--- src/rtl/core/rtpc_pkg.sv ---
// ---------------------------------------------------------------------------
// rtpc_pkg
// Shared constants, types and helpers for the reflection-to-predictor
// coefficient block.
// ---------------------------------------------------------------------------
`default_nettype none

package rtpc_pkg;

  // Block configuration
  localparam int MAX_ORDER      = 64;
  localparam int RC_FRAC_BITS   = 20;
  localparam int COEF_FRAC_BITS = 16;

  localparam int STORE_DEPTH = 64;
  localparam int ADDR_W      = $clog2(STORE_DEPTH);
  localparam int ORDER_W     = ADDR_W + 1;
  localparam int DATA_W      = 32;
  localparam int PROD_W      = 2 * DATA_W;

  localparam logic [ORDER_W-1:0] MAX_ORDER_C = ORDER_W'(MAX_ORDER);

  // Rounding constant and rescale amounts
  localparam logic signed [PROD_W-1:0] RND_ADD = PROD_W'(64'd1 << (RC_FRAC_BITS - 1));
  localparam int SHL_AMT = (COEF_FRAC_BITS > RC_FRAC_BITS) ?
                           (COEF_FRAC_BITS - RC_FRAC_BITS) : 0;
  localparam int SHR_AMT = (COEF_FRAC_BITS > RC_FRAC_BITS) ?
                           0 : (RC_FRAC_BITS - COEF_FRAC_BITS);

  typedef logic [ADDR_W-1:0]  addr_t;
  typedef logic [ORDER_W-1:0] order_t;
  typedef logic [DATA_W-1:0]  word_t;

  // Coefficient store port controls
  typedef struct packed {
    logic  rd_en;
    addr_t rd_addr_a;
    addr_t rd_addr_b;
    logic  wr_en;
    addr_t wr_addr;
  } ram_ctrl_t;

  // Multiply-round-add unit controls
  typedef struct packed {
    logic mul_en;
    logic mul_sel_a;  // 1: multiply port A data, 0: port B data
    logic add_sel_a;  // 1: add to port A data, 0: port B data
  } step_ctrl_t;

  // Rescale rc from RC_FRAC_BITS to COEF_FRAC_BITS, wrapping at 32 bits
  function automatic word_t rescale_rc(input logic signed [DATA_W-1:0] rc);
    word_t res;
    if (COEF_FRAC_BITS > RC_FRAC_BITS) begin
      res = word_t'(rc <<< SHL_AMT);
    end else begin
      res = word_t'(rc >>> SHR_AMT);
    end
    return res;
  endfunction

endpackage

`default_nettype wire

--- src/rtl/core/rtpc_step_unit.sv ---
// ---------------------------------------------------------------------------
// rtpc_step_unit
// Shared multiply-round-add: registers rc * b, then a + round(p >> RC_FRAC_BITS).
// ---------------------------------------------------------------------------
`default_nettype none

module rtpc_step_unit
  import rtpc_pkg::*;
(
  input  wire                       clk,
  input  wire step_ctrl_t           ctrl,
  input  wire logic signed [31:0]   rc,
  input  wire word_t                data_a,
  input  wire word_t                data_b,
  output word_t                     sum
);

  logic signed [DATA_W-1:0] mul_b;
  logic signed [PROD_W-1:0] prod;
  logic signed [PROD_W-1:0] rnd;
  word_t                    addend;

  assign mul_b  = ctrl.mul_sel_a ? data_a : data_b;
  assign addend = ctrl.add_sel_a ? data_a : data_b;

  // Full 64-bit signed product
  always_ff @(posedge clk) begin
    if (ctrl.mul_en) begin
      prod <= rc * mul_b;
    end
  end

  // Round, shift (bit select), wrap-add
  assign rnd = prod + RND_ADD;
  assign sum = addend + rnd[RC_FRAC_BITS +: DATA_W];

endmodule

`default_nettype wire

--- config.mk ---
export PLATFORM = sky130hd
export DESIGN_NAME = rtpc_step_unit
export DESIGN_NICKNAME = d
export VERILOG_FILES = /design/src/rtl/core/rtpc_pkg.sv /design/src/rtl/core/rtpc_step_unit.sv
export SDC_FILE = /design/constraint.sdc
export NUM_CORES = 2
export LEC_CHECK = 0
export ABC_AREA = 1
export ABC_CLOCK_PERIOD_IN_PS = 8109
export BUFFER_PORTS_ARGS = -buffer_cell sky130_fd_sc_hd__buf_2
export CORE_MARGIN = 8
export CORE_UTILIZATION = 31
export DETAILED_ROUTE_END_ITERATION = 8
export GPL_TIMING_DRIVEN = 0
export PLACE_DENSITY = 0.54
export SLEW_MARGIN = 20
export SYNTH_ARGS = -nofsm -noshare
export SYNTH_HDL_FRONTEND = slang
export SYNTH_SLANG_ARGS = --single-unit
--- constraint.sdc ---
create_clock -name clk -period 8.11 [get_ports clk]
set_input_delay 1.2165 -clock clk [delete_from_list [all_inputs] [get_ports clk]]
set_output_delay 1.2165 -clock clk [all_outputs]
set_load 0.005 [all_outputs]
==> results.rst <==
.. list-table::
   :header-rows: 1

   * - Metric
     - Value
   * - Run status
     - finished with violations
   * - Violations in the final reports
     - negative setup slack
   * - Number of synthesized register bits
     - 33
   * - Worst Min Path Start
     - ctrl[2]
   * - Initial cell density of the core
     - between 30% and 40%
   * - Required time at the worst-slack endpoint
     - a little over 8 ns
   * - Fin Hold WS
     - between 1.5 and 2 ns
   * - Port Buf Inserts
     - approximately 110
   * - Crit path setup slack, layout
     - -0.444 ns
   * - Maximum cell stage delay along the critical path
     - ~0.77 ns
   * - Dpl hpwl
     - ~120 mm
   * - Largest register FFs
     - 33
   * - YS warnings
     - 0
   * - Number of enable-type register cells in the synthesized netlist
     - 33
   * - Core box area
     - around 0.11 sq mm
   * - Registers with the most flip-flops
     - prod x33
   * - Top reg by flops
     - prod
   * - Clock root buffer
     - clkbuf_16
   * - Classification of the worst-slack hold path
     - in2reg
   * - Reg clk slew, reported paths
     - approximately 0.06 ns
   * - Final-stage net count
     - ~5900
   * - Total number of clock tree sinks
     - 33
   * - Critical Path Slowest Stage Cell
     - clkbuf_1
   * - First-pass iteration count of the detailed router
     - 8
   * - Number of hold-repair buffers added at the cts stage
     - 0
   * - Share of the synthesized area in the top cell type
     - ~52%
   * - Number of inserted filler cells in the final layout
     - 11849
   * - Wire length of the first global-routing pass
     - around 220 mm
   * - Maximum root-to-sink buffer count
     - 2
   * - Critical path depth in cells
     - 25
   * - Post-synthesis sequential area ratio
     - under 10%
   * - Cell with the most instances after synthesis
     - inv_1
   * - Peak fanout along the critical path
     - 10
   * - Cell type with the highest aggregate area in the netlist
     - fa_1
   * - Vias in the first global route
     - 32648
   * - Gate count of the mapped netlist
     - 4402
   * - Worst min-delay path endpoint
     - prod[21]$_DFFE_PP_
   * - Residual overflow from global routing
     - 0
   * - Number of core rows
     - around 120
   * - Synthesized area
     - ~0.035 sq mm
   * - P&R area growth vs syn
     - 21.5%
   * - Clock tree from TritonCTS
     - built
   * - Num ports
     - around 130
   * - Actual slew at the worst max-slew pin
     - 1.18 ns
   * - Cell count after placement
     - 6027
   * - Layout cells sized above 1
     - slightly above 20%
   * - Post-detailed-routing wire length
     - 150 mm
   * - Number of vias after detailed routing
     - 31144
   * - Total nets after synthesis
     - roughly 5600
   * - Predominant post-synthesis flop cell
     - edfxtp_1
   * - Count of different cell masters after synthesis
     - 50
   * - Crit share post-route
     - 105%
   * - Setup repair after global routing missed its margin
     - yes
   * - Achievable clock frequency
     - 117 MHz
   * - Antenna-violating nets left
     - 0
   * - Most frequent cells after synthesis
     - inv_1, fa_1, nand2_1
   * - Crit path max-delay family
     - adder cells
   * - FFs w/ async S/R, synth
     - 0%
   * - Worst max-slew margin expressed relative to the limit
     - a little over a fifth
   * - Routed length per instance
     - approximately 24 microns
   * - Vias per std cell
     - 5.00
   * - Buffers and inverters on the worst path
     - 6
   * - Count of final max-slew check failures
     - 0
   * - CTS H-Tree Depth
     - 2
   * - Hold Fails Final Rpt
     - 0
   * - Crit end category
     - flip-flop
   * - Most numerous cell on the critical path
     - fa_1
   * - DIE HEIGHT
     - 354 microns
   * - Final critical delay including setup and external delays
     - approximately 8.6 ns
   * - Final setup violating endpoints
     - 27
   * - Die area
     - 0.125 sq mm
   * - Number of violations of the max-capacitance limit
     - 0
   * - Final cell count without fillers
     - a little over 6000
   * - Largest net degree at the start of global routing
     - 34
   * - Mapped Avg Cell Area
     - roughly 8.0 sq um
   * - Worst Setup SP
     - rc[21]
   * - Worst Hold Depth
     - 1
   * - Top post-synthesis cells by area
     - fa_1, inv_1, nand2_1
   * - Data arrival time of the worst path
     - 8.59 ns
   * - Detailed router's first-iteration violation count
     - approximately 2500
   * - Total global-route track usage
     - 23.6%
   * - WS Path Type
     - in2reg
   * - RePlAce Congestion
     - roughly 0.97
   * - Antenna violations before repair
     - 5
   * - Drt drc
     - 0
   * - Element type at the critical path start
     - primary input
   * - Number of buffers created by CTS
     - 5
   * - Die extent in x
     - 354 microns
through the flow:
stage	cell area [sq um]	setup TNS [ns]	setup WS (ns)	util (%)
6_report	43000	-5.40	-0.444	37.8
4_1_cts	41500	-3.43	-0.422	36.5
5_1_grt	43000	-9.92	-0.532	37.8
3_5_place_dp	37900	-55.03	-2.38	33.3
2_1_floorplan	35500	-0.0197	-0.0197	-
3_3_place_gp	37900	-72.57	-2.96	33.3
timing repair:
item | CTS | global route
buffers inserted | 142 | 63
setup endpoints to repair | 33 | 31
pin swaps | 139 | 218
gates resized for setup | 571 | 334
cloned | 6 | 1
final cells by class:
type	instances	area, sq um	area share, %
inverters	1129	4360	10.1
clock inverters	2	11.3	0.0262
repair buffers	316	2630	6.11
well taps	1512	1890	4.39
diodes	1	2.50	0.00581
multi-input cells	3073	31800	73.8
clock buffers	5	125	0.291
plain buffers	163	1270	2.94
flip-flops and latches	33	991	2.30
cells by family (layout without fill, tap and decap cells):
logic type	after synthesis	count (layout)	share of synthesized area, %
AOI/OAI and AO/OA	273	273	4.55
xor gates and xnor gates	87	87	2.17
adders and majority gates	1116	1116	58.9
buffers and inverters	1296	1615	13.9
DFF	33	33	2.80
muxes	4	4	0.127
other	0	1	0
and+or+nand+nor	1593	1593	17.6
per-layer routing:
metal / vias up / routed length (microns) / GRT usage, %
met4: 4 / 12200 / 13.8
met1: 16021 / 57000 / 29.3
li1: 13302 / - / -
met5: - / 33 / 0
met3: 396 / 11800 / 4.11
met2: 1421 / 69000 / 38.7
worst max-delay path by stage:
| stage | slack, ns | endpoint |
|---|---|---|
| finish | -0.44 | prod[49]$_DFFE_PP_ |
| floorplan | -0.02 | prod[51]$_DFFE_PP_ |
| global placement | -2.96 | prod[49]$_DFFE_PP_ |
| global route | -0.53 | prod[49]$_DFFE_PP_ |
| CTS | -0.42 | prod[51]$_DFFE_PP_ |
| detailed placement | -2.38 | prod[49]$_DFFE_PP_ |
placed cells by master, fill, tap and decap left out, types with 33 or more instances in the layout:
cell / n
ha_1: 166
nand3_1: 55
inv_1: 1034
buf_2: 114
nor2_1: 548
clkbuf_2: 60
edfxtp_1: 33
a21oi_1: 50
fa_1: 855
buf_4: 158
nand2_1: 754
fa_2: 62
nor2_2: 38
clkbuf_1: 39
buf_6: 43
nand2_2: 67
nor2_4: 37
inv_2: 56
o21ai_0: 55
xor2_1: 54
Power is not shown: default switching activity piles up to over one toggle a cycle in this logic, so the estimate is an artifact.
